===== src/design/dhcp_oar_pkg.sv =====
// Package for the DHCP offer/ack responder.
// Holds the item structs, status and phase codes and fixed constants.
// No dependencies.
package dhcp_oar_pkg;

  localparam int unsigned HwAddrBytes = 16;
  localparam int unsigned HwIdxW      = $clog2(HwAddrBytes);
  localparam logic [9:0]  MsgLast     = 10'd547;
  localparam logic [9:0]  OptBase     = 10'd240;
  localparam logic [9:0]  MsgLen      = 10'd548;
  localparam logic [9:0]  OptCodeEnd  = 10'd546;
  localparam logic [9:0]  HwAddrBase  = 10'd28;
  localparam logic [8:0]  SkipMark    = 9'd256;
  localparam logic [7:0]  OctetLimit  = 8'd254;

  localparam logic [0:0] CfgServerIp   = 1'b0;
  localparam logic [0:0] CfgSubnetMask = 1'b1;

  typedef enum logic [2:0] {
    StOffer   = 3'd0,
    StAck     = 3'd1,
    StShort   = 3'd2,
    StBadOp   = 3'd3,
    StBadMag  = 3'd4,
    StBadType = 3'd5,
    StNone    = 3'd6
  } status_e;

  typedef enum logic [1:0] {
    PhCode = 2'd0,
    PhLen  = 2'd1,
    PhBody = 2'd2,
    PhDone = 2'd3
  } phase_e;

  typedef struct packed {
    logic       kind;
    logic [7:0] rx_byte;
    logic       rx_last;
  } in_item_t;

  typedef struct packed {
    logic       result_kind;
    logic [2:0] status;
    logic [7:0] assigned_octet;
    logic [7:0] reply_byte;
    logic       reply_last;
  } out_item_t;

  typedef struct packed {
    in_item_t item;
    logic     has_result;
  } cls_item_t;

  function automatic logic [7:0] octet_of(logic [31:0] word, logic [1:0] k);
    logic [7:0] r;
    case (k)
      2'd0:    r = word[31:24];
      2'd1:    r = word[23:16];
      2'd2:    r = word[15:8];
      default: r = word[7:0];
    endcase
    return r;
  endfunction

endpackage


===== src/design/dhcp_oar_front.sv =====
// Front part: accepts input items, tags those that yield a result, queues them.
// Depends on dhcp_oar_pkg.
module dhcp_oar_front
  import dhcp_oar_pkg::*;
(
  input  logic      clk_i,
  input  logic      rst_ni,
  input  logic      in_valid_i,
  output logic      in_stall_o,
  input  in_item_t  in_item_i,
  output logic      head_valid_o,
  output cls_item_t head_o,
  input  logic      pop_i
);

  cls_item_t  mem_q [2];
  logic [1:0] cnt_q, cnt_d;
  logic       wr_q, wr_d, rd_q, rd_d;
  logic       push;

  assign in_stall_o   = (cnt_q == 2'd2);
  assign push         = in_valid_i && !in_stall_o;
  assign head_valid_o = (cnt_q != 2'd0);
  assign head_o       = mem_q[rd_q];

  always_comb begin
    wr_d  = push ? ~wr_q : wr_q;
    rd_d  = pop_i ? ~rd_q : rd_q;
    cnt_d = cnt_q + {1'b0, push} - {1'b0, pop_i};
  end

  always_ff @(posedge clk_i or negedge rst_ni) begin
    if (!rst_ni) begin
      cnt_q <= 2'd0;
      wr_q  <= 1'b0;
      rd_q  <= 1'b0;
    end else begin
      cnt_q <= cnt_d;
      wr_q  <= wr_d;
      rd_q  <= rd_d;
    end
  end

  always_ff @(posedge clk_i) begin
    if (push) begin
      mem_q[wr_q] <= '{item: in_item_i, has_result: in_item_i.kind | in_item_i.rx_last};
    end
  end

endmodule


===== src/design/dhcp_oar_back.sv =====
// Back part: parses request bytes, holds the reply state and emits results.
// Depends on dhcp_oar_pkg.
module dhcp_oar_back
  import dhcp_oar_pkg::*;
(
  input  logic        clk_i,
  input  logic        rst_ni,
  input  logic [31:0] server_ip_i,
  input  logic [31:0] subnet_mask_i,
  input  logic        head_valid_i,
  input  cls_item_t   head_i,
  output logic        pop_o,
  output logic        out_valid_o,
  input  logic        out_stall_i,
  output out_item_t   out_item_o
);

  logic [9:0]  rx_off_q, rx_off_d, tx_q, tx_d;
  logic [8:0]  skip_q, skip_d;
  phase_e      ph_q, ph_d;
  logic [7:0]  ftype_q, ftype_d, next_oct_q, next_oct_d, given_q, given_d;
  logic        op_q, op_d, mag_q, mag_d, pend_q, pend_d, ack_q, ack_d;
  logic [7:0]  hw_type_q, hw_len_q;
  logic [31:0] xid_q;
  logic [15:0] flags_q;
  logic [7:0]  chaddr_q [HwAddrBytes];
  logic [9:0]  hw_off;
  logic        out_valid_q, out_valid_d;
  out_item_t   out_q, out_d;
  logic        fire, rx_fire;
  logic [7:0]  b, rbyte, cookie_b;
  logic [9:0]  pos;
  logic [9:0]  t;
  logic [9:0]  tm;

  assign b       = head_i.item.rx_byte;
  assign fire    = head_valid_i && (!head_i.has_result || !out_valid_q || !out_stall_i);
  assign pop_o   = fire;
  assign rx_fire = fire && !head_i.item.kind;
  assign pos     = rx_off_q - OptBase;
  assign hw_off  = rx_off_q - HwAddrBase;
  assign t       = tx_q;
  assign tm      = t - HwAddrBase;

  always_comb begin
    case (rx_off_q[1:0])
      2'd0:    cookie_b = 8'd99;
      2'd1:    cookie_b = 8'd130;
      2'd2:    cookie_b = 8'd83;
      default: cookie_b = 8'd99;
    endcase
  end

  always_comb begin
    rbyte = 8'd0;
    if (t == 10'd0) rbyte = 8'd2;
    else if (t == 10'd1) rbyte = hw_type_q;
    else if (t == 10'd2) rbyte = hw_len_q;
    else if (t >= 10'd4 && t <= 10'd7) rbyte = octet_of(xid_q, t[1:0]);
    else if (t == 10'd10) rbyte = flags_q[15:8];
    else if (t == 10'd11) rbyte = flags_q[7:0];
    else if (t >= 10'd16 && t <= 10'd18) rbyte = octet_of(server_ip_i, t[1:0]);
    else if (t == 10'd19) rbyte = given_q;
    else if (t >= 10'd20 && t <= 10'd23) rbyte = octet_of(server_ip_i, t[1:0]);
    else if (t >= 10'd28 && t < 10'd44) rbyte = chaddr_q[tm[HwIdxW-1:0]];
    else if (t == 10'd236 || t == 10'd239) rbyte = 8'd99;
    else if (t == 10'd237) rbyte = 8'd130;
    else if (t == 10'd238) rbyte = 8'd83;
    else if (t == 10'd240) rbyte = 8'd53;
    else if (t == 10'd241) rbyte = 8'd1;
    else if (t == 10'd242) rbyte = ack_q ? 8'd5 : 8'd2;
    else if (t == 10'd243) rbyte = 8'd54;
    else if (t == 10'd249) rbyte = 8'd51;
    else if (t == 10'd255) rbyte = 8'd1;
    else if (t == 10'd261) rbyte = 8'd3;
    else if (t == 10'd267) rbyte = 8'd6;
    else if (t == 10'd244 || t == 10'd250 || t == 10'd256 || t == 10'd262 || t == 10'd268)
      rbyte = 8'd4;
    else if (t >= 10'd245 && t <= 10'd248) rbyte = octet_of(server_ip_i, 2'(t - 10'd245));
    else if (t == 10'd251) rbyte = 8'h00;
    else if (t == 10'd252) rbyte = 8'h01;
    else if (t == 10'd253) rbyte = 8'h51;
    else if (t == 10'd254) rbyte = 8'h80;
    else if (t >= 10'd257 && t <= 10'd260) rbyte = octet_of(subnet_mask_i, 2'(t - 10'd257));
    else if (t >= 10'd263 && t <= 10'd266) rbyte = octet_of(server_ip_i, 2'(t - 10'd263));
    else if (t >= 10'd269 && t <= 10'd272) rbyte = octet_of(server_ip_i, 2'(t - 10'd269));
    else if (t == 10'd273) rbyte = 8'd255;
  end

  always_comb begin
    rx_off_d   = rx_off_q;
    skip_d     = skip_q;
    ph_d       = ph_q;
    ftype_d    = ftype_q;
    op_d       = op_q;
    mag_d      = mag_q;
    next_oct_d = next_oct_q;
    pend_d     = pend_q;
    ack_d      = ack_q;
    given_d    = given_q;
    tx_d       = tx_q;
    out_d      = out_q;
    out_valid_d = out_stall_i ? out_valid_q : 1'b0;
    if (rx_fire) begin
      if (rx_off_q == 10'd0) op_d = (b == 8'd1);
      if (rx_off_q >= 10'd236 && rx_off_q <= 10'd239) begin
        mag_d = (rx_off_q == 10'd236) ? (b == cookie_b) : (mag_q && (b == cookie_b));
      end
      if (rx_off_q >= OptBase && rx_off_q < MsgLen) begin
        unique case (ph_q)
          PhCode: begin
            if (pos >= (OptCodeEnd - OptBase) || b == 8'd255) begin
              ph_d = PhDone;
            end else if (b == 8'd53) begin
              skip_d = SkipMark;
              ph_d   = PhLen;
            end else if (b != 8'd0) begin
              skip_d = 9'd0;
              ph_d   = PhLen;
            end
          end
          PhLen: begin
            if (skip_q == SkipMark) begin
              ph_d = PhBody;
            end else begin
              skip_d = {1'b0, b};
              ph_d   = (b == 8'd0) ? PhCode : PhBody;
            end
          end
          PhBody: begin
            if (skip_q == SkipMark) begin
              ftype_d = b;
              ph_d    = PhDone;
            end else begin
              skip_d = skip_q - 9'd1;
              if (skip_q == 9'd1) ph_d = PhCode;
            end
          end
          default: ph_d = PhDone;
        endcase
      end
      if (rx_off_q != 10'h3FF) rx_off_d = rx_off_q + 10'd1;
      if (head_i.item.rx_last) begin
        out_valid_d = 1'b1;
        out_d = '0;
        if (rx_off_d < OptBase) out_d.status = StShort;
        else if (!op_d) out_d.status = StBadOp;
        else if (!mag_d) out_d.status = StBadMag;
        else if (ftype_d != 8'd1 && ftype_d != 8'd3) out_d.status = StBadType;
        else begin
          ack_d = (ftype_d == 8'd3);
          out_d.status = ack_d ? StAck : StOffer;
          given_d = next_oct_q;
          out_d.assigned_octet = next_oct_q;
          if (next_oct_q < OctetLimit) next_oct_d = next_oct_q + 8'd1;
          pend_d = 1'b1;
          tx_d   = 10'd0;
        end
        rx_off_d = 10'd0;
        skip_d   = 9'd0;
        ph_d     = PhCode;
        ftype_d  = 8'd0;
        op_d     = 1'b0;
        mag_d    = 1'b0;
      end
    end else if (fire) begin
      out_valid_d = 1'b1;
      out_d = '0;
      out_d.result_kind = 1'b1;
      if (!pend_q) begin
        out_d.status = StNone;
      end else begin
        out_d.status         = ack_q ? StAck : StOffer;
        out_d.assigned_octet = given_q;
        out_d.reply_byte     = rbyte;
        if (tx_q >= MsgLast) begin
          out_d.reply_last = 1'b1;
          pend_d = 1'b0;
          tx_d   = 10'd0;
        end else begin
          tx_d = tx_q + 10'd1;
        end
      end
    end
  end

  always_ff @(posedge clk_i or negedge rst_ni) begin
    if (!rst_ni) begin
      rx_off_q    <= 10'd0;
      skip_q      <= 9'd0;
      ph_q        <= PhCode;
      ftype_q     <= 8'd0;
      op_q        <= 1'b0;
      mag_q       <= 1'b0;
      next_oct_q  <= 8'd2;
      pend_q      <= 1'b0;
      ack_q       <= 1'b0;
      given_q     <= 8'd0;
      tx_q        <= 10'd0;
      out_valid_q <= 1'b0;
    end else begin
      rx_off_q    <= rx_off_d;
      skip_q      <= skip_d;
      ph_q        <= ph_d;
      ftype_q     <= ftype_d;
      op_q        <= op_d;
      mag_q       <= mag_d;
      next_oct_q  <= next_oct_d;
      pend_q      <= pend_d;
      ack_q       <= ack_d;
      given_q     <= given_d;
      tx_q        <= tx_d;
      out_valid_q <= out_valid_d;
    end
  end

  always_ff @(posedge clk_i) begin
    out_q <= out_d;
    if (rx_fire) begin
      if (rx_off_q == 10'd1) hw_type_q <= b;
      if (rx_off_q == 10'd2) hw_len_q <= b;
      if (rx_off_q == 10'd4) xid_q[31:24] <= b;
      if (rx_off_q == 10'd5) xid_q[23:16] <= b;
      if (rx_off_q == 10'd6) xid_q[15:8] <= b;
      if (rx_off_q == 10'd7) xid_q[7:0] <= b;
      if (rx_off_q == 10'd10) flags_q[15:8] <= b;
      if (rx_off_q == 10'd11) flags_q[7:0] <= b;
      if (rx_off_q >= HwAddrBase && rx_off_q < 10'd44) chaddr_q[hw_off[HwIdxW-1:0]] <= b;
    end
  end

  assign out_valid_o = out_valid_q;
  assign out_item_o  = out_q;

endmodule


===== src/design/dhcp_offer_ack_responder.sv =====
// Top level of the DHCP offer/ack responder: configuration registers,
// front queue and back engine. Depends on dhcp_oar_pkg, dhcp_oar_front, dhcp_oar_back.
//
//   channel | direction | handshake           | payload
//   in      | input     | in_valid_i/in_stall_o   | in_item_i (in_item_t)
//   out     | output    | out_valid_o/out_stall_i | out_item_o (out_item_t)
//   cfg     | input     | cfg_valid_i/cfg_ready_o | cfg_index_i, cfg_data_i
//
// One item is taken per cycle while in_stall_o is low; the result of an item that yields one is
// registered when the item leaves the two-entry queue and appears in the next cycle.
// Reset clears parse and reply state; header and hardware address bytes are not reset.
// A stalled result holds the engine only for items that produce a result.
module dhcp_offer_ack_responder
  import dhcp_oar_pkg::*;
(
  input  logic        clk_i,
  input  logic        rst_ni,
  input  logic        in_valid_i,
  output logic        in_stall_o,
  input  in_item_t    in_item_i,
  output logic        out_valid_o,
  input  logic        out_stall_i,
  output out_item_t   out_item_o,
  input  logic        cfg_valid_i,
  output logic        cfg_ready_o,
  input  logic [0:0]  cfg_index_i,
  input  logic [31:0] cfg_data_i
);

  logic [31:0] server_ip_q, subnet_mask_q;
  logic        head_valid, pop;
  cls_item_t   head;

  assign cfg_ready_o = 1'b1;

  always_ff @(posedge clk_i or negedge rst_ni) begin
    if (!rst_ni) begin
      server_ip_q   <= 32'd0;
      subnet_mask_q <= 32'hFFFF_FF00;
    end else if (cfg_valid_i) begin
      unique case (cfg_index_i)
        CfgServerIp:   server_ip_q   <= cfg_data_i;
        CfgSubnetMask: subnet_mask_q <= cfg_data_i;
        default: ;
      endcase
    end
  end

  dhcp_oar_front u_front (
    .clk_i,
    .rst_ni,
    .in_valid_i,
    .in_stall_o,
    .in_item_i,
    .head_valid_o (head_valid),
    .head_o       (head),
    .pop_i        (pop)
  );

  dhcp_oar_back u_back (
    .clk_i,
    .rst_ni,
    .server_ip_i   (server_ip_q),
    .subnet_mask_i (subnet_mask_q),
    .head_valid_i  (head_valid),
    .head_i        (head),
    .pop_o         (pop),
    .out_valid_o,
    .out_stall_i,
    .out_item_o
  );

endmodule


===== config.mk =====
export PLATFORM = sky130hd
export DESIGN_NAME = dhcp_offer_ack_responder
export DESIGN_NICKNAME = d
export VERILOG_FILES = /design/src/design/dhcp_oar_pkg.sv /design/src/design/dhcp_oar_front.sv /design/src/design/dhcp_oar_back.sv /design/src/design/dhcp_offer_ack_responder.sv
export SDC_FILE = /design/constraint.sdc
export NUM_CORES = 1
export LEC_CHECK = 0
export BUFFER_PORTS_ARGS = -buffer_cell sky130_fd_sc_hd__buf_2
export CORE_ASPECT_RATIO = 0.5
export CORE_MARGIN = 1
export CORE_UTILIZATION = 40
export CTS_BUF_LIST = sky130_fd_sc_hd__clkbuf_4 sky130_fd_sc_hd__clkbuf_8
export DETAILED_ROUTE_END_ITERATION = 6
export PLACE_DENSITY_LB_ADDON = 0.05
export SYNTH_ARGS = -nofsm -noshare
export SYNTH_HDL_FRONTEND = slang
export SYNTH_HIERARCHICAL = 1
export SYNTH_SLANG_ARGS = --single-unit

===== constraint.sdc =====
create_clock -name clk_i -period 6.75 [get_ports clk_i]
set_input_delay 1.0125 -clock clk_i [delete_from_list [all_inputs] [get_ports clk_i]]
set_output_delay 1.0125 -clock clk_i [all_outputs]
set_load 0.005 [all_outputs]

Word-level counts from Yosys, hierarchy flattened
Memory sizes are Yosys's and may differ from the RTL's.
Index checks and enable logic that the tools add are counted.
{"block": "totals", "regBits": 213, "latchBits": 0, "ram_bits": 150, "romBits": 0, "output_inout_bits": 24, "memories": 2}
{"name": "u_back.chaddr_q", "depth": 16, "word_bits": 8, "rd": 1, "rd_clocked_by_memory_dff": 0, "wr": 1, "line": "dhcp_oar_back.sv:26", "rtl": "logic [7:0] chaddr_q [HwAddrBytes];"}
{"name": "u_front.mem_q", "depth": 2, "word_bits": 11, "rd": 1, "rd_clocked_by_memory_dff": 0, "wr": 1, "line": "dhcp_oar_front.sv:16", "rtl": "cls_item_t mem_q [2];"}
{"block": "op_classes", "add_sub_neg": 13, "mul": 0, "div_mod_pow": 0, "magnitude_cmp": 26, "n_eq_ne": 72, "shift": 0, "muxes": 115, "n_bitwise": 6, "reduce_logical": 61}
{"operator": "2-to-1 mux 8 bit", "n": 40}
{"operator": "equality test 10 x 8 -> 1 bit (second input constant)", "n": 17}
{"operator": "one-hot mux 8 bit (3 select lines)", "n": 6}
{"operator": "2-to-1 mux 10 bit", "n": 12}
{"operator": "2-to-1 mux 21 bit", "n": 3}
{"operator": "2-to-1 mux 9 bit", "n": 7}
{"operator": "equality test 10 x 9 -> 1 bit (second input constant)", "n": 6}
{"operator": "equality test 10 x 3 -> 1 bit (second input constant)", "n": 4}
{"operator": "equality test 10 x 4 -> 1 bit (second input constant)", "n": 4}
{"operator": "greater-or-equal comparator 10 x 5 -> 1 bit (second input constant)", "n": 4}
{"operator": "greater-or-equal comparator 10 x 9 -> 1 bit (second input constant)", "n": 4}
{"operator": "greater-or-equal comparator 10 x 8 -> 1 bit (second input constant)", "n": 3}
{"operator": "less-or-equal comparator 10 x 9 -> 1 bit (second input constant)", "n": 3}
{"operator": "2-to-1 mux 1 bit", "n": 28}
{"operator": "one-hot mux 9 bit (3 select lines)", "n": 1}
{"operator": "AND reduction 2 bit", "n": 11}
{"operator": "AND reduction 7 bit", "n": 3}
{"operator": "adder 10 x 1 -> 10 bit (second input constant)", "n": 2}
{"operator": "equality test 10 x 1 -> 1 bit (second input constant)", "n": 2}
{"operator": "equality test 10 x 2 -> 1 bit (second input constant)", "n": 2}
{"operator": "less-or-equal comparator 10 x 5 -> 1 bit (second input constant)", "n": 2}
{"operator": "less-or-equal comparator 10 x 8 -> 1 bit (second input constant)", "n": 2}
{"operator": "zero test 10 bit", "n": 2}
{"operator": "less-than comparator 10 x 6 -> 1 bit (second input constant)", "n": 2}
{"operator": "other kinds (48)", "n": 123}

Depth between registers and ports, before layout
Gate-level depths: netlist of the first run.
{"block": "depth", "depth_word": 36, "ltp_mapped": 15}

Modules after synthesis
The synthesis of the first run kept the hierarchy.
{"module": "dhcp_oar_back", "n_inst": 1, "cells_each": 1218, "area_per_inst_um2": 14527.7}
{"module": "dhcp_offer_ack_responder", "n_inst": 1, "cells_each": 139, "area_per_inst_um2": 2467.4}
{"module": "dhcp_oar_front", "n_inst": 1, "cells_each": 52, "area_per_inst_um2": 1029.7}

Worst setup path after synthesis of the first run
Ideal clock, no wire load.
{"block": "synth_path", "path_type": "reg2reg", "from": "reg u_back.tx_q[0] (netlist: u_back/t[0])", "to": "reg u_back.out_q, in the netlist u_back/out_item_o[8], data pin", "setup_time_ps": 262, "arrival_time_ps": 3330, "required_ps": 6488, "slack_ps": 3157, "path_stages_with_launch": 15, "period_less_slack_ps": 3593, "cell_sequence": "dfrtp_1 -> buf_2 -> buf_2 -> buf_2 -> clkinv_1 -> ha_1 -> clkbuf_1 -> clkbuf_1 -> a222oi_1 -> a21o_1 -> nor2_1 -> a2111oi_0 -> o21ai_0 -> o2111ai_1 -> a2bb2oi_1"}
{"block": "synth_between", "elab_chain_len": 36}
{"element": "start: declaration", "line": "dhcp_oar_back.sv:18", "rtl": "logic [9:0] rx_off_q, rx_off_d, tx_q, tx_d;"}
{"element": "start signal: assignment", "line": "dhcp_oar_back.sv:212", "rtl": "tx_q <= tx_d;"}
{"element": "subtractor 2 x 1 -> 2 bit", "line": "dhcp_oar_back.sv:79, dhcp_oar_back.sv:84, dhcp_oar_back.sv:86"}
{"element": "equality test 2 bit (tied with other cells)", "line": "dhcp_oar_pkg.sv:57", "rtl": "case (k)"}
{"element": "one-hot mux 8 bit (3 select lines)", "line": "dhcp_oar_pkg.sv:57"}
{"element": "2-to-1 mux 8 bit", "line": "dhcp_oar_back.sv:86", "rtl": "else if (t >= 10'd269 && t <= 10'd272) rbyte = octet_of(server_ip_i, 2'(t - 10'd269));"}
{"element": "2-to-1 mux 8 bit", "line": "dhcp_oar_back.sv:85", "rtl": "else if (t >= 10'd263 && t <= 10'd266) rbyte = octet_of(server_ip_i, 2'(t - 10'd263));"}
{"element": "2-to-1 mux 8 bit", "line": "dhcp_oar_back.sv:84", "rtl": "else if (t >= 10'd257 && t <= 10'd260) rbyte = octet_of(subnet_mask_i, 2'(t - 10'd257));"}
{"element": "2-to-1 mux 8 bit", "line": "dhcp_oar_back.sv:83", "rtl": "else if (t == 10'd254) rbyte = 8'h80;"}
{"element": "2-to-1 mux 8 bit", "line": "dhcp_oar_back.sv:82", "rtl": "else if (t == 10'd253) rbyte = 8'h51;"}
{"element": "[... 20 more ...]"}
{"element": "2-to-1 mux 8 bit", "line": "dhcp_oar_back.sv:60", "rtl": "else if (t == 10'd10) rbyte = flags_q[15:8];"}
{"element": "2-to-1 mux 8 bit", "line": "dhcp_oar_back.sv:59", "rtl": "else if (t >= 10'd4 && t <= 10'd7) rbyte = octet_of(xid_q, t[1:0]);"}
{"element": "2-to-1 mux 8 bit", "line": "dhcp_oar_back.sv:58", "rtl": "else if (t == 10'd2) rbyte = hw_len_q;"}
{"element": "2-to-1 mux 8 bit", "line": "dhcp_oar_back.sv:57", "rtl": "else if (t == 10'd1) rbyte = hw_type_q;"}
{"element": "2-to-1 mux 8 bit *", "line": "dhcp_oar_back.sv:56", "rtl": "if (t == 10'd0) rbyte = 8'd2;"}
{"element": "2-to-1 mux 17 bit *", "line": "dhcp_oar_back.sv:170", "rtl": "if (!pend_q) begin"}
{"element": "2-to-1 mux 21 bit *", "line": "dhcp_oar_back.sv:166", "rtl": "end else if (fire) begin"}
{"element": "2-to-1 mux 21 bit *", "line": "dhcp_oar_back.sv:104", "rtl": "if (rx_fire) begin"}
{"element": "end signal: assignment", "line": "dhcp_oar_back.sv:218", "rtl": "out_q <= out_d;"}
{"element": "end: declaration", "line": "dhcp_oar_back.sv:29", "rtl": "out_item_t out_q, out_d;"}
Mark *: on every way between the ends. The rest lies on a longest branch, timed or not. The select of a mux whose other input is x is not followed.
A chain may end at the register's enable or synchronous reset.

Final worst setup path of the first run
Ends and elaborated chain as after synthesis.

==> summary.md, run 1 <==
| Metric | Value |
|---|---|
| Compound-cell area share of the yosys netlist | 13.3% |
| Maxcap violations | 0 |
| FMAX | 215 MHz |
| Worst-skew pair later-pin latency | 0.66 ns |
| Max incr delay on CP | 0.88 ns |
| H-tree lvl count | 2 |
| Worst Tran Pin Value | 1.29 ns |
| Starting density of the core | 41.0% |
| DR DRC count | 0 |
| Max Fanout on Critical Path | 35 |
| GR peak layer | met1 |
| Mux contribution to synthesized area | 12.5% |
| Layout cell share with drive strength beyond 1 | 23.1% |
| Post-route minimum period | 4.65 ns |
| Placed instance area | 18,800 sq um |
| Worst-path clk slew | 0.07 ns |
| Routed vias | 12,800 |
| Synthesized instance count | 1,409 |
| GR Util met1 | 35.7% |
| Final instance area | 19,900 sq um |
| Post-synthesis simple-gate area fraction | 11.3% |
| Adder-cell area share of the yosys netlist | 2.01% |
| Met3 Usage GRT | 4.29% |
| CP max-delay cell | ha_2 |
| Status | completed |
| Core Rows | 54 |
| Initial antenna violation count | 0 |
| XOR/XNOR share of the synthesized area | 0.729% |
| Die W | 302 um |
| Post-synth top area share | 39.2% |
| Met2 Usage GRT | 34.4% |
| Setup violators final | 0 |
| Relative slew slack | 13.2% |
| Startpoint types | flip-flop |
| Yosys warnings | 6 |
| CP endpoint kind | flip-flop |
| Routed WL | 53.2 mm |
| PostCTS Resize Cnt | 0 |
| GRT overflow | 0 |
| Post-synthesis sequential area ratio | 57.1% |
| Number of vias per cell | 6.12 |
| Vias in the first global route | 12,800 |
| Final #Nets | 1,540 |
| Global-route wire length before repair | 82.1 mm |
| Final clock skew | 0.0616 ns |
| CTS tree | yes |
| Root Buffer | clkbuf_8 |
| Commonest cells post-synth | edfxtp_1, nand2_1, dfrtp_1 |
| Slack of the worst reg-to-reg path | 2.10 ns |
| Pin count of the biggest net entering global routing | 69 |
| GPL Wtd Cong | 0.950 |
| Ant. Diodes | 0 |
| Main synth FF type | edfxtp_1 |
| Leak Pwr | 7.42 nW |
| WL per Instance | 25.4 um |
| Post-CTS Setup Repair Bufs | 0 |
| Min-delay worst type | in2async |
| Worst-path cell chain | buf_4, ha_2, nand4b_1, nor4_1, nor2_1, a211oi_1, o22ai_1, a2111oi_2, a2bb2oi_1 |
| Area of the die | 46,000 sq um |
| I/O pin count | 72 |
| Worst endpoint required time | 7.20 ns |
| Synth unique cells | 100 |
| Buffers on Ports | 70 |
| EDFF count, synth | 235 |
| Syn nets | 1,486 |
| Unrepaired setup endpoints after global routing | false |
| DIE HEIGHT | 152 um |
| Worst IR Drop VDD | 0.000267 V |
| CTS sink count | 363 |
| Gr usage total | 23.5% |
| Area leader, netlist | edfxtp_1 |
| Final Hold Vio Count | 0 |
| Drt first pass iters | 7 |
| Setup tns final | 0 ns |
| Largest cells by area after synthesis | edfxtp_1, dfrtp_1, mux4_2 |
| Area grow syn2layout | 10.3% |
| Pwr/cell area | 298 nW/um^2 |
| Max Slew Vio Count | 0 |
| Core area | 44,000 sq um |
| Final Cycle Share | 68.9% |
| CTS Hold Bufs | 0 |
| Syn_area_per_cell | 12.8 sq um |
| CTS Buf Count | 52 |
| Main combinational cell family by area after synthesis | compound AO/OA/AOI/OAI gates |
| Seq cells post-synth | 363 |
| Starting DRC count in detailed routing | 1,473 |
| DRT antenna net count | 0 |
| Clock buffer depth | 3 |
| Most common cell in the netlist | edfxtp_1 |
| Dpl hpwl | 35.7 mm |
| Async SR Flop Fraction | 35.3% |
| Critical path class | reg2reg |
| Synthesized cell area | 18,000 sq um |
| Crit path DAT | 5.11 ns |
==> cell families (layout without fill, tap and decap cells) <==
group / after synthesis / count (layout)
xor gates and xnor gates: 15 / 15
other: 1 / 1
and+or+nand+nor: 396 / 396
adders and majority gates: 29 / 29
DFF: 363 / 363
buffers and inverters: 125 / 223
muxes: 162 / 162
AOI/OAI and AO/OA: 318 / 318
==> registers in the layout, indices dropped and copies added, names as in the netlist, 9 cells and up <==
name,count
u_back/skip_q,9
u_front/mem_q,22
u_back/chaddr_q,128
server_ip_q,32
u_back/xid_q,32
u_back/out_item_o,21
u_back/flags_q,16
subnet_mask_q,32
u_back/rx_off_q,10
u_back/t,10
==> final timing paths <==
kind	start	to	depth (start not counted)
setup / recovery	u_back/t[0]	u_back/out_item_o[8]	9
hold / removal	rst_ni	server_ip_q[10]	1
setup reg to reg	u_back/t[0]	u_back/out_item_o[8]	9
hold reg to reg	u_back/out_valid_o	u_back/out_valid_o	2
max in group asynchronous	rst_ni	u_back/t[0]	2
min in group clk_i	u_back/out_valid_o	u_back/out_valid_o	2
==> cell usage in the layout, fill, tap and decap left out, types with 8 or more instances in the layout <==
master,netlist,final
buf_2,14,69
nor2_1,84,84
and3_1,17,17
a22o_1,19,19
nor4_1,11,11
mux2_4,17,17
dfstp_2,25,25
clkbuf_8,0,56
o21ai_0,62,62
edfxtp_1,235,235
o31ai_1,8,8
nand4_1,14,14
dfrtp_1,103,101
buf_4,3,15
inv_1,37,37
ha_1,29,28
a222oi_1,41,41
nand2b_1,15,15
clkinv_1,3,16
a211oi_1,10,10
mux2_2,70,70
a21oi_1,39,39
a31oi_1,14,14
mux4_2,36,36
a21boi_0,9,9
clkbuf_4,0,19
xnor2_1,12,12
nor2b_1,12,11
nand2_1,121,121
mux2i_1,33,33
nand3_1,31,31
nor3_1,34,34
o211ai_1,13,13
==> per-stage QoR <==
| stage | worst slack [ns] | power, mW | instances | util, % | hold slack, ns |
|---|---|---|---|---|---|
| 4_1_cts | 2.09 | 6.00 | 2095 | 45.2 | 0.338 |
| 2_1_floorplan | 3.16 | 3.68 | 1409 | - | 0.460 |
| 6_report | 2.10 | 5.92 | 2095 | 45.2 | 0.368 |
| 3_5_place_dp | 2.07 | 4.21 | 1997 | 42.8 | 0.496 |
| 5_1_grt | 1.76 | 6.24 | 2095 | 45.2 | 0.374 |
| 3_3_place_gp | 2.06 | 4.19 | 1997 | 42.8 | 0.486 |
==> worst max-delay path: cells and delay by family (launching register included) <==
family | cells | cell delay (ns)
flops | 1 | 0.35
fa+ha+maj | 1 | 0.88
compound gates | 4 | 1.15
buf+inv | 1 | 0.56
simple gates | 3 | 1.51
==> area by class of cell <==
cell class                 count  area, sq um
timing repair buffer          85          469
inverter                      40          150
fill                        4025        24100
multi-input combinational    921         7200
clock inverter                23          124
clock buffer                  75          913
sequential                   363        10300
tap                          588          736
==> report_power, final <==
part,internal [mW],switching [mW]
Clock,0.879,0.880
Combinational,0.387,0.826
Sequential,2.79,0.160
Total,4.06,1.87
==> metal layers <==
layer / part of all wire, % / up-vias
li1: - / 5642
met1: 47 / 6601
met2: 44 / 506
met3: 7.1 / 82
met4: 2.0 / 0
met5: 0 / -
(Power assumes the default switching activity.)
==> inputs of run 2 (changes only) <==
==> constraint.sdc (replaced) <==
create_clock -name clk_i -period 4.5 [get_ports clk_i]
set_input_delay 0.675 -clock clk_i [delete_from_list [all_inputs] [get_ports clk_i]]
set_output_delay 0.675 -clock clk_i [all_outputs]
set_load 0.005 [all_outputs]
==> summary.md, run 2 (synthesis gave the netlist of run 1 again) <==
| Metric | Value |
|---|---|
| Clock buffer depth | 3 |
| CP delay by family, top | compound AO/OA/AOI/OAI gates |
| Worst-path cell chain | inv_1, ha_1, nand4b_1, nor4_2, nor2_1, a211oi_1, o22ai_1, a2111oi_2, a2bb2oi_1 |
| CTS Hold Bufs | 0 |
| Area grow syn2layout | 12.4% |
| Maxcap violations | 0 |
| DRT antenna net count | 0 |
| Routed vias | 12,800 |
| Starting DRC count in detailed routing | 1,456 |
| Crit path DAT | 4.50 ns |
| CTS sink count | 363 |
| FMAX | 248 MHz |
| Post-route minimum period | 4.03 ns |
| Max Slew Vio Count | 0 |
| Max incr delay on CP | 0.76 ns |
| DIE HEIGHT | 152 um |
| CP endpoint kind | flip-flop |
| Ant. Diodes | 0 |
| Final #Nets | 1,578 |
| Number of vias per cell | 5.99 |
| Pin count of the biggest net entering global routing | 78 |
| Initial antenna violation count | 1 |
| Fin util | 46.1% |
| Core area | 44,000 sq um |
| Layout cell share with drive strength beyond 1 | 24.8% |
| Buffers on Ports | 70 |
| Root Buffer | clkbuf_8 |
| Final clock skew | 0.0378 ns |
| Vias in the first global route | 12,900 |
| Worst-skew pair later-pin latency | 0.66 ns |
| CP max-delay cell | ha_1 |
| CTS tree | yes |
| WP buf/inv | 1 |
| Worst-path clk slew | 0.07 ns |
| Most common cell after layout, fill and taps aside | edfxtp_1 |
| Slack of the worst reg-to-reg path | 0.47 ns |
| GRT overflow | 0 |
| Pwr/cell area | 450 nW/um^2 |
| H-tree lvl count | 2 |
| Critical path class | reg2reg |
| GPL Wtd Cong | 0.912 |
| Unrepaired setup endpoints after global routing | false |
| DR DRC count | 0 |
| Routed WL | 53.1 mm |
| PostCTS Resize Cnt | 0 |
| Most frequent cells in the layout | edfxtp_1, nand2_1, dfrtp_1 |
| Leak Pwr | 7.66 nW |
| CTS Buf Count | 54 |
| WL per Instance | 24.9 um |
| Relative slew slack | 23.2% |
| Global-route wire length before repair | 81.4 mm |
| Placed insts | 2,033 |
| Startpoint types | flip-flop |
| Worst Tran Pin Value | 1.15 ns |
| Area of the die | 46,000 sq um |
| Max Fanout on Critical Path | 20 |
| Final Cycle Share | 89.6% |
| Setup violators final | 0 |
| Starting density of the core | 41.0% |
| Worst endpoint required time | 4.97 ns |
| Core Rows | 54 |
| Non-filler cells, final | 2,134 |
| Status | completed |
| Dpl hpwl | 36.1 mm |
| Gr usage total | 23.1% |
| Post-CTS Setup Repair Bufs | 0 |
| Drt first pass iters | 7 |
| Worst IR Drop VDD | 0.000387 V |
| Min-delay worst type | in2async |
| I/O pin count | 72 |
| Die W | 302 um |
| Final Hold Vio Count | 0 |
| Max reg flops | 128 |
run 2: cell types whose count changed in the layout (fill, tap and decap cells not counted), moves of 3 or more:
cell and delta:
clkinv_1 +4, clkinv_2 -3, bufinv_16 +4, clkbuf_4 -3
buf_4 +36
run 2: worst paths after layout:
kind	start	endpoint	cells past startpoint
max	u_back/t[2]	u_back/out_item_o[8]	9
min	rst_ni	server_ip_q[13]	1
max reg2reg	u_back/t[2]	u_back/out_item_o[8]	9
min reg2reg	u_front/wr_q	u_front/wr_q	1
max in group asynchronous	rst_ni	u_back/next_oct_q[1]	2
min in group clk_i	in_item_i[1]	u_front/mem_q[0][2]	1
run 2: report_power, final:
| group | leakage [nW] | internal (mW) | switching [mW] |
|---|---|---|---|
| clock | 0.595 | 1.54 | 1.36 |
| combinational | 3.34 | 0.591 | 1.21 |
| sequential | 3.72 | 4.18 | 0.237 |
| total | 7.66 | 6.31 | 2.81 |
run 2: final cells by class:
type | count | area [sq um]
sequential | 363 | 10300
tap | 588 | 736
clock buffer | 73 | 905
fill | 3996 | 23700
timing repair buffer | 121 | 739
multi-input combinational | 921 | 7200
clock inverter | 28 | 239
inverter | 40 | 150
run 2: worst reg2reg max path, stage by stage, from the launching register on:
cell and delay [ns]:
dfrtp_1 0.38, inv_1 0.24, ha_1 0.76, nand4b_1 0.40, nor4_2 0.56, nor2_1 0.28
a211oi_1 0.28, o22ai_1 0.18, a2111oi_2 0.57, a2bb2oi_1 0.22
run 2: layer usage:
| layer | global-route usage, % | vias to the layer above | share of wire (%) |
|---|---|---|---|
| li1 | - | 5713 | - |
| met1 | 35.0 | 6528 | 48 |
| met2 | 34.5 | 447 | 44 |
| met3 | 3.93 | 86 | 6.1 |
| met4 | 5.44 | 0 | 2.0 |
| met5 | 0 | - | 0 |
run 2: stage by stage:
stage / cell area, sq um / hold WS [ns] / power (mW) / setup WS, ns / setup TNS (ns)
after floorplan: 18000 / 0.379 / 5.51 / 0.907 / 0
final: 20300 / 0.0702 / 9.12 / 0.470 / 0
after global placement: 19100 / 0.484 / 6.25 / -0.0462 / -0.0462
after CTS: 20300 / 0.0676 / 9.23 / 0.0901 / 0
after global routing: 20300 / 0.0914 / 9.58 / 0.202 / 0
after detailed placement: 19100 / 0.484 / 6.29 / 0.115 / 0
